File: src/rtl/kt_pkg.sv
// ----------------------------------------------------------------------------
// kt_pkg
// types and constants of the keyed table with compacting delete
// ----------------------------------------------------------------------------
package kt_pkg;

   localparam int TABLE_DEPTH = 16;
   localparam int STEP_W      = (TABLE_DEPTH > 1) ? $clog2(TABLE_DEPTH) : 1;
   localparam int COUNT_W     = $clog2(TABLE_DEPTH + 1);

   localparam logic [STEP_W-1:0]  LAST_STEP  = STEP_W'(TABLE_DEPTH - 1);
   localparam logic [COUNT_W-1:0] FULL_COUNT = COUNT_W'(TABLE_DEPTH);

   // opcodes
   localparam logic [2:0] OP_ADD    = 3'd0;
   localparam logic [2:0] OP_REMOVE = 3'd1;
   localparam logic [2:0] OP_UPDATE = 3'd2;
   localparam logic [2:0] OP_SEARCH = 3'd3;
   localparam logic [2:0] OP_DUMP   = 3'd4;

   // status codes
   localparam logic [1:0] ST_OK    = 2'd0;
   localparam logic [1:0] ST_FULL  = 2'd1;
   localparam logic [1:0] ST_MISS  = 2'd2;
   localparam logic [1:0] ST_EMPTY = 2'd3;

   typedef struct packed {
      logic [2:0]         opcode;
      logic signed [31:0] item_id;
      logic signed [31:0] quantity;
      logic [31:0]        price_bits;
   } req_type;

   typedef struct packed {
      logic [1:0]         status;
      logic signed [31:0] out_id;
      logic signed [31:0] out_quantity;
      logic [31:0]        out_price_bits;
      logic               last;
   } rsp_type;

   typedef struct packed {
      logic signed [31:0] id;
      logic signed [31:0] quantity;
      logic [31:0]        price;
   } entry_type;

   // control from the sequencer to the cell row
   typedef struct packed {
      logic              rotate;
      logic              compact;
      logic [STEP_W-1:0] idx;
      entry_type         feed;
   } chain_ctrl_type;

endpackage

File: src/rtl/kt_cell.sv
// ----------------------------------------------------------------------------
// kt_cell
// one table slot: loads its neighbor's entry when told to shift
// ----------------------------------------------------------------------------
module kt_cell
   import kt_pkg::*;
(
   input  logic      clock,
   input  logic      shift,
   input  entry_type nbr_entry,
   output entry_type entry
);

   entry_type entry_ff;
   entry_type entry_in;

   assign entry_in = shift ? nbr_entry : entry_ff;

   always_ff @(posedge clock) begin
      entry_ff <= entry_in;
   end

   assign entry = entry_ff;

endmodule

File: src/rtl/kt_chain.sv
// ----------------------------------------------------------------------------
// kt_chain
// row of table cells; rotates toward cell 0 or closes a gap above an index
// ----------------------------------------------------------------------------
module kt_chain
   import kt_pkg::*;
(
   input  logic           clock,
   input  chain_ctrl_type ctrl,
   output entry_type      head
);

   entry_type cell_q [TABLE_DEPTH];

   for (genvar i = 0; i < TABLE_DEPTH; i++) begin : g_cell
      entry_type nbr;
      logic      shift;

      if (i == TABLE_DEPTH - 1) begin : g_tail
         // tail takes the feed on rotate and holds on compact
         assign nbr   = ctrl.feed;
         assign shift = ctrl.rotate;
      end else begin : g_body
         assign nbr   = cell_q[i+1];
         assign shift = ctrl.rotate || (ctrl.compact && (STEP_W'(i) >= ctrl.idx));
      end

      kt_cell u_cell (
         .clock     (clock),
         .shift     (shift),
         .nbr_entry (nbr),
         .entry     (cell_q[i])
      );
   end

   assign head = cell_q[0];

endmodule

File: src/rtl/keyed_table_compacting_delete.sv
// ----------------------------------------------------------------------------
// keyed_table_compacting_delete
// small keyed table in insertion order with first-match search and
// compacting delete
// ----------------------------------------------------------------------------
// The table lives in a row of TABLE_DEPTH cells that form a ring. Every
// command is one full revolution of the ring: each step moves every entry
// one cell toward cell 0, so the entries pass the head cell oldest first,
// and the entry leaving the head re-enters at the tail, or is replaced there
// by a new entry (add) or a new quantity (update). After TABLE_DEPTH steps
// the ring is back in place. A remove that hits adds a compact step in
// which the hit cell and the cells above it load from their upper neighbor.
// A step waits while a result is held in the output register by rsp_stall.
// req_stall is high for the whole command. Results go out through a
// one-item output register, so the next command is taken while the last
// result of the previous one still waits. Opcodes above dump are taken and
// give no result.
// ----------------------------------------------------------------------------
module keyed_table_compacting_delete
   import kt_pkg::*;
(
   input  logic    clock,
   input  logic    reset,
   // command channel
   input  logic    req_valid,
   output logic    req_stall,
   input  req_type req_data,
   // result channel
   output logic    rsp_valid,
   input  logic    rsp_stall,
   output rsp_type rsp_data
);

   // sequencer states
   localparam logic [1:0] S_IDLE    = 2'd0;
   localparam logic [1:0] S_SCAN    = 2'd1;
   localparam logic [1:0] S_COMPACT = 2'd2;

   logic [1:0]         state_ff,   state_in;
   logic [STEP_W-1:0]  step_ff,    step_in;
   logic [COUNT_W-1:0] count_ff,   count_in;
   logic               found_ff,   found_in;
   logic [STEP_W-1:0]  hit_idx_ff, hit_idx_in;
   entry_type          hit_ff,     hit_in;
   req_type            cmd_ff,     cmd_in;
   logic               rsp_valid_ff, rsp_valid_in;
   rsp_type            rsp_ff,     rsp_in;

   chain_ctrl_type ctrl;
   entry_type      head;

   logic out_free;
   logic head_used;
   logic match;
   logic found_next;
   logic final_step;
   logic [COUNT_W-1:0] step_ext;

   kt_chain u_chain (
      .clock (clock),
      .ctrl  (ctrl),
      .head  (head)
   );

   // a step may proceed only when the output register can take a result
   assign out_free   = !rsp_valid_ff || !rsp_stall;
   assign step_ext   = COUNT_W'(step_ff);
   // head cell holds entry number step while the ring turns
   assign head_used  = step_ext < count_ff;
   assign match      = head_used && (head.id == cmd_ff.item_id) && !found_ff;
   assign found_next = found_ff || match;
   assign final_step = step_ff == LAST_STEP;

   always_comb begin
      state_in     = state_ff;
      step_in      = step_ff;
      count_in     = count_ff;
      found_in     = found_ff;
      hit_idx_in   = hit_idx_ff;
      hit_in       = hit_ff;
      cmd_in       = cmd_ff;
      rsp_valid_in = rsp_valid_ff && rsp_stall;
      rsp_in       = rsp_ff;

      ctrl.rotate  = 1'b0;
      ctrl.compact = 1'b0;
      ctrl.idx     = hit_idx_ff;
      ctrl.feed    = head;

      case (state_ff)
         S_IDLE: begin
            if (req_valid) begin
               cmd_in   = req_data;
               step_in  = '0;
               found_in = 1'b0;
               // unused opcodes are swallowed here
               if (req_data.opcode inside {[OP_ADD:OP_DUMP]}) begin
                  state_in = S_SCAN;
               end
            end
         end

         S_SCAN: begin
            if (out_free) begin
               ctrl.rotate = 1'b1;
               step_in     = step_ff + STEP_W'(1);
               if (match) begin
                  found_in   = 1'b1;
                  hit_idx_in = step_ff;
                  hit_in     = head;
               end

               case (cmd_ff.opcode)
                  OP_ADD: begin
                     // first free slot passes the tail at step == count
                     if (step_ext == count_ff) begin
                        ctrl.feed.id       = cmd_ff.item_id;
                        ctrl.feed.quantity = cmd_ff.quantity;
                        ctrl.feed.price    = cmd_ff.price_bits;
                     end
                  end
                  OP_UPDATE: begin
                     if (match) begin
                        ctrl.feed.quantity = cmd_ff.quantity;
                     end
                  end
                  OP_DUMP: begin
                     if ((count_ff == '0) && (step_ff == '0)) begin
                        rsp_valid_in = 1'b1;
                        rsp_in       = '0;
                        rsp_in.status = ST_EMPTY;
                        rsp_in.last   = 1'b1;
                     end else if (head_used) begin
                        rsp_valid_in          = 1'b1;
                        rsp_in.status         = ST_OK;
                        rsp_in.out_id         = head.id;
                        rsp_in.out_quantity   = head.quantity;
                        rsp_in.out_price_bits = head.price;
                        rsp_in.last           = step_ext == (count_ff - COUNT_W'(1));
                     end
                  end
                  default: ;
               endcase

               if (final_step) begin
                  state_in = S_IDLE;
                  if (cmd_ff.opcode != OP_DUMP) begin
                     // single status result at the end of the revolution
                     rsp_valid_in = 1'b1;
                     rsp_in       = '0;
                     rsp_in.last  = 1'b1;
                     case (cmd_ff.opcode)
                        OP_ADD: begin
                           if (count_ff == FULL_COUNT) begin
                              rsp_in.status = ST_FULL;
                           end else begin
                              rsp_in.status = ST_OK;
                              count_in      = count_ff + COUNT_W'(1);
                           end
                        end
                        OP_REMOVE: begin
                           if (found_next) begin
                              rsp_in.status = ST_OK;
                              state_in      = S_COMPACT;
                           end else begin
                              rsp_in.status = ST_MISS;
                           end
                        end
                        OP_UPDATE: begin
                           rsp_in.status = found_next ? ST_OK : ST_MISS;
                        end
                        OP_SEARCH: begin
                           if (match) begin
                              rsp_in.status         = ST_OK;
                              rsp_in.out_id         = head.id;
                              rsp_in.out_quantity   = head.quantity;
                              rsp_in.out_price_bits = head.price;
                           end else if (found_ff) begin
                              rsp_in.status         = ST_OK;
                              rsp_in.out_id         = hit_ff.id;
                              rsp_in.out_quantity   = hit_ff.quantity;
                              rsp_in.out_price_bits = hit_ff.price;
                           end else begin
                              rsp_in.status = ST_MISS;
                           end
                        end
                        default: ;
                     endcase
                  end
               end
            end
         end

         S_COMPACT: begin
            // ring is back in place; close the gap left by the removed entry
            ctrl.compact = 1'b1;
            count_in     = count_ff - COUNT_W'(1);
            state_in     = S_IDLE;
         end

         default: begin
            state_in = S_IDLE;
         end
      endcase
   end

   // control state
   always_ff @(posedge clock) begin
      if (reset) begin
         state_ff     <= S_IDLE;
         count_ff     <= '0;
         rsp_valid_ff <= 1'b0;
      end else begin
         state_ff     <= state_in;
         count_ff     <= count_in;
         rsp_valid_ff <= rsp_valid_in;
      end
   end

   // working registers, not reset; the command, step and found flag load at command accept
   always_ff @(posedge clock) begin
      step_ff    <= step_in;
      found_ff   <= found_in;
      hit_idx_ff <= hit_idx_in;
      hit_ff     <= hit_in;
      cmd_ff     <= cmd_in;
      rsp_ff     <= rsp_in;
   end

   assign req_stall = state_ff != S_IDLE;
   assign rsp_valid = rsp_valid_ff;
   assign rsp_data  = rsp_ff;

endmodule

File: config.mk
export PLATFORM = sky130hd
export DESIGN_NAME = keyed_table_compacting_delete
export DESIGN_NICKNAME = d
export VERILOG_FILES = /design/src/rtl/kt_pkg.sv /design/src/rtl/kt_cell.sv /design/src/rtl/kt_chain.sv /design/src/rtl/keyed_table_compacting_delete.sv
export SDC_FILE = /design/constraint.sdc
export NUM_CORES = 1
export LEC_CHECK = 0
export BUFFER_PORTS_ARGS = -buffer_cell sky130_fd_sc_hd__buf_2
export CAP_MARGIN = 5
export CORE_MARGIN = 2
export CORE_UTILIZATION = 60
export DETAILED_ROUTE_END_ITERATION = 7
export MAX_ROUTING_LAYER = met4
export PLACE_DENSITY = 0.78
export SYNTH_ARGS = -nofsm -noshare
export SYNTH_HDL_FRONTEND = slang
export SYNTH_SLANG_ARGS = --single-unit
File: constraint.sdc
create_clock -name clock -period 18.7 [get_ports clock]
set_input_delay 1.87 -clock clock [delete_from_list [all_inputs] [get_ports clock]]
set_output_delay 1.87 -clock clock [all_outputs]
set_load 0.05 [all_outputs]
After elaboration in Yosys (flattened, before gate mapping):

Cells that the tools add are included.

* flip-flop bits (word level): 1847
* logic and storage cells: 212

* add/sub/neg operators: 3
* magnitude comparators: 18
* equality and inequality tests: 20
* multiplexer cells: 50
* reductions and logical operators: 55

Operator list (number)
* 2-to-1 mux 99 bit: 5
* 2-to-1 mux 96 bit: 5
* 2-to-1 mux 98 bit: 1
* 2-to-1 mux 32 bit: 3
* one-hot mux 32 bit (2 select lines): 1
* == test 32 bit: 1
* greater-or-equal comparator 4 bit (first input constant): 7
* 2-to-1 mux 5 bit: 5
* logical AND 1 bit: 20
* 2-to-1 mux 2 bit: 9
* logical OR 1 bit: 17
* greater-or-equal comparator 3 x 4 -> 1 bit (first input constant): 4
* 2-to-1 mux 1 bit: 14
* != test 2 bit (second input constant): 7
* == test 4 x 5 -> 1 bit: 2
* one-hot mux 5 bit (2 select lines): 1
* greater-or-equal comparator 1 x 4 -> 1 bit (first input constant): 2
* greater-or-equal comparator 2 x 4 -> 1 bit (first input constant): 2
* 2-to-1 mux 4 bit: 2
* one-hot mux 4 bit (2 select lines): 1
* AND reduction 4 bit: 2
* == test 3 x 2 -> 1 bit (second input constant): 2
* one-hot mux 2 bit (3 select lines): 1
* AND reduction 3 bit: 2
* 25 further kinds: 30

Longest topological paths before layout:

* depth in word-level cells: 10
* depth in mapped cells: 11
* mapped depth without buffers: 8

Modules after synthesis:

From an unflattened synthesis, not the netlist that was laid out.

* cells, all modules: 2514
* area total of the unflattened synthesis: 59657.2 µm²

Modules (own cells, without submodules)
* kt_cell: instances 16, cells each 96, area an instance 2882.8 µm², sequential area each 2882.8 µm²
* keyed_table_compacting_delete: instances 1, cells each 945, area an instance 13316.5 µm², sequential area each 9258.9 µm²
* kt_chain: instances 1, cells each 33, area an instance 216.5 µm², sequential area each 0.0 µm²

Worst setup path after synthesis:

OpenSTA, ideal clock, no wires.

* path type: in2reg
* from: input rsp_stall
* to: register u_chain.g_cell[10].u_cell.entry_ff (netlist bit u_chain.g_cell[10].u_cell.entry[0]) (enable)
* setup time: 0.603 ns
* arrival: 13.974 ns
* required time: 18.097 ns
* setup slack: 4.124 ns
* stages on the path: 8
* cells stage by stage: nand2_1 nand2_1 buf_2 inv_1 nor2_1 inv_1 nor2_1 a41oi_1

RTL lines
* start, declared: RTL line keyed_table_compacting_delete.sv:30 `input logic rsp_stall,`
* end signal, assigned: RTL line kt_cell.sv:20 `entry_ff <= entry_in;`
* end, declared: RTL line kt_cell.sv:14 `entry_type entry_ff;`

==> metrics <==
Yosys warning count 0; hold depth 0; Register Area between 50000 and 60000 um^2; P_int 6.83 mW; R2R Path Start state_ff[1]$_SDFFE_PP0P_; Leak Pwr ~23 nW; hold_sp u_chain.g_cell[7].u_cell.entry[26]$_DFFE_PP_; setup tns final 0 ns; crit end category flop; #FFs+latches synth 1847; Post-DRT Antenna Nets 0; hold crit path type reg -> reg; hold buffers post-CTS 0; via count roughly 28000; routed len/inst 32.6 um; slew margin rel. 0.0938; critical path class in -> reg; max cap viols 0; Post-DP Area ~63000 um^2; I/O pins roughly 200; die area between 100000 and 150000 um^2; grt ovf 0; largest cells by area after synthesis edfxtp_1, a22o_1, a21o_1; first-pass GRT wire length approximately 200 mm; clk buf depth 3; number of synthesized flops with an enable pin 1839; area leader, netlist edfxtp_1; Port Buffer Count 203; largest net degree at the start of global routing between 100 and 150; Detail Route met2 WL around 67 mm; worst vdd ir roughly 0.000086 V; post-route DRC violation count 0; Synth Area in Adders 0.00187; largest family of logic cells by synthesized area compound AO/OA/AOI/OAI gates; RSZ-0062 raised after global routing no; share of the synthesized area in the top cell type 0.918; Max Clock Skew about 0.040 ns; top layer in use met4; Pre-Repair DR Iteration Count 7; drt initial violations ~5000; hold endpoint u_chain.g_cell[6].u_cell.entry[26]$_DFFE_PP_; Least-Margin Pin Slew 1.36 ns; Detailed Route WL between 100 and 150 mm; routability cong. about 0.85; Initial Util 0.603; area delta synth->final 13.9%; vias in the first global route between 20000 and 30000; R2R setup slack 12.77 ns; net switching power just under 2 mW; Cell variety after synth ~50; Rows roughly 120; final slew viol count 0; Main synth FF type edfxtp_1; Avg Vias per Cell about 6.4; CTS Buf Count 169; synthesized area per cell roughly 24 um^2; clk slew on worst S/H paths 0.07 ns; fillers 5306; # Post-CTS Setup Buffers 0; crit path DAT just under 7 ns; All-Layer GR Usage 0.284; Synth Net Count approximately 2600; Die Wd about 320 um; met3 wire len around 19 mm; Final HPWL DP 71.7 mm; Mapped Cells 2519; Seq/Total Area, Yosys 0.920; combinational power share 0.039; clock sink total between 1500 and 2000; Async SR Flop Fraction 0; R2R cell count 10; Tcrit/Tclk final 0.348; WP data required 19.12 ns; outcome finished clean; complex-gate fraction of the synthesized area 0.0413; Startpoint Class input pin; Met1 Wirelength a little over 50 mm; core footprint 99700 um^2; worst setup path start rsp_stall; fmax between 150 and 200 MHz; Synth Cell Area 60200 um^2; net switching fraction of the power 0.221; Final setup viols 0; CTS tree yes; H-tree depth 4; clock share of power 0.398; Tmin final between 6 and 7 ns; initial antenna violation count 15; Synth Area in Simple Gates 0.0116; Pwr per Cell Area around 130 nW/um^2; share of cells above drive strength 1 0.189; Final Hold Viols 0; CTS Root Cell clkbuf_16; Multi-input gate area 4580 um^2; clk_lat worst skew a little under 0.8 ns; critical path peak fanout ~130; Final nets 2979; RR Endpoint u_chain.g_cell[11].u_cell.entry[66]$_DFFE_PP_; Synth Area in XOR/XNOR 0.00597; Sequential Power Share 0.563; CTS resizes 0; mux contribution to synthesized area 0.0121; post-route cell area between 60000 and 70000 um^2; die extent in y ~320 um
-- cells in the mapped netlist, types with 7 or more instances --
cell type,number
edfxtp_1,1839
a21o_1,97
a22o_1,97
nand2_1,77
mux2_2,59
a21oi_1,42
a31oi_1,36
xor2_1,34
o2bb2ai_1,32
clkbuf_1,29
buf_2,26
nor2_1,25
inv_1,14
ha_1,9
o21ai_0,9
buf_6,8
dfxtp_1,8
nor4_1,8
xnor2_1,7
-- stage by stage --
step	hold slack, ns	power, mW	util	cells	worst slack (ns)
2_1_floorplan	0.400	5.20	-	2519	4.12
3_3_place_gp	0.400	5.30	0.631	3991	12.01
3_5_place_dp	0.405	5.33	0.631	3991	11.79
4_1_cts	0.404	8.80	0.686	4302	12.18
5_1_grt	0.407	8.98	0.687	4316	12.10
6_report	0.398	8.78	0.688	4321	12.19
-- area by class of cell --
type | count | share of cell area
Antenna cell | 16 | 0.000584
Clock buffer | 202 | 0.0644
Clock inverter | 109 | 0.0156
Inverter | 14 | 0.000931
Multi-Input combinational cell | 591 | 0.0669
Sequential cell | 1847 | 0.808
Tap cell | 1298 | 0.0237
Timing Repair Buffer | 244 | 0.0201
-- sequential cells by signal, summed over array words and instances (netlist names) --
name	cells
u_chain.g_cell.u_cell.entry	1536
hit_ff	96
rsp_data	99
step_ff	4
cmd_ff	99
found_ff	1
state_ff	2
rsp_valid	1
hit_idx_ff	4
count_ff	5
-- power groups by stage --
stage                     Sequential (mW)  Clock (mW)  Combinational [mW]
after global placement               4.99           0               0.305
after floorplan                      5.04           0               0.160
final                                4.94        3.49               0.342
after global routing                 4.95        3.66               0.359
after detailed placement             5.01           0               0.321
after CTS                            4.94        3.52               0.337
-- worst max path at each step --
stage               slack (ns)  cells after the start                                             to
finish                   12.19                     10  u_chain.g_cell[11].u_cell.entry[66]$_DFFE_PP_
global route             12.10                     10   u_chain.g_cell[11].u_cell.entry[3]$_DFFE_PP_
CTS                      12.18                     10   u_chain.g_cell[11].u_cell.entry[3]$_DFFE_PP_
detailed placement       11.79                     10  u_chain.g_cell[11].u_cell.entry[89]$_DFFE_PP_
global placement         12.01                     10   u_chain.g_cell[11].u_cell.entry[0]$_DFFE_PP_
floorplan                 4.12                      8   u_chain.g_cell[10].u_cell.entry[0]$_DFFE_PP_
-- placed cells by master (no fill, tap or decap), types with 6 or more instances in the layout --
| cell type | count |
|---|---|
| ha_1 | 9 |
| xnor2_1 | 7 |
| inv_6 | 6 |
| a21oi_1 | 39 |
| nand2_1 | 76 |
| clkbuf_16 | 172 |
| bufinv_16 | 17 |
| a31oi_1 | 33 |
| inv_1 | 10 |
| o21ai_0 | 8 |
| o2bb2ai_1 | 32 |
| buf_2 | 203 |
| clkbuf_1 | 30 |
| a22o_1 | 97 |
| clkinv_1 | 44 |
| edfxtp_1 | 1839 |
| clkinv_2 | 30 |
| nor2_1 | 22 |
| xor2_1 | 34 |
| mux2_2 | 59 |
| dfxtp_1 | 8 |
| buf_4 | 38 |
| diode_2 | 16 |
| nor4_1 | 8 |
| a21o_1 | 97 |
-- cells by family after synthesis --
kind of cell	Yosys count
mux	65
buf+inv	81
fa+ha+maj	9
xor+xnor	41
flops	1847
compound gates	329
simple gates	147
-- layer usage --
layer | vias up | global-route usage
met1 | 14000 | 0.368
met3 | 384 | 0.0969
li1 | 10900 | -
met2 | 2346 | 0.429
met4 | 0 | 0.0895
met5 | - | -
-- worst max-delay path: stages --
cell and delay (ns):
buf_2 0.08, nand2_1 0.19, nand2_1 0.22, buf_4 0.40, inv_8 0.36, nor2_1 0.72
clkinv_2 0.18, nor2_1 0.94, clkinv_2 1.16, buf_4 0.72
Note: power is estimated with default switching activity, not from simulation.
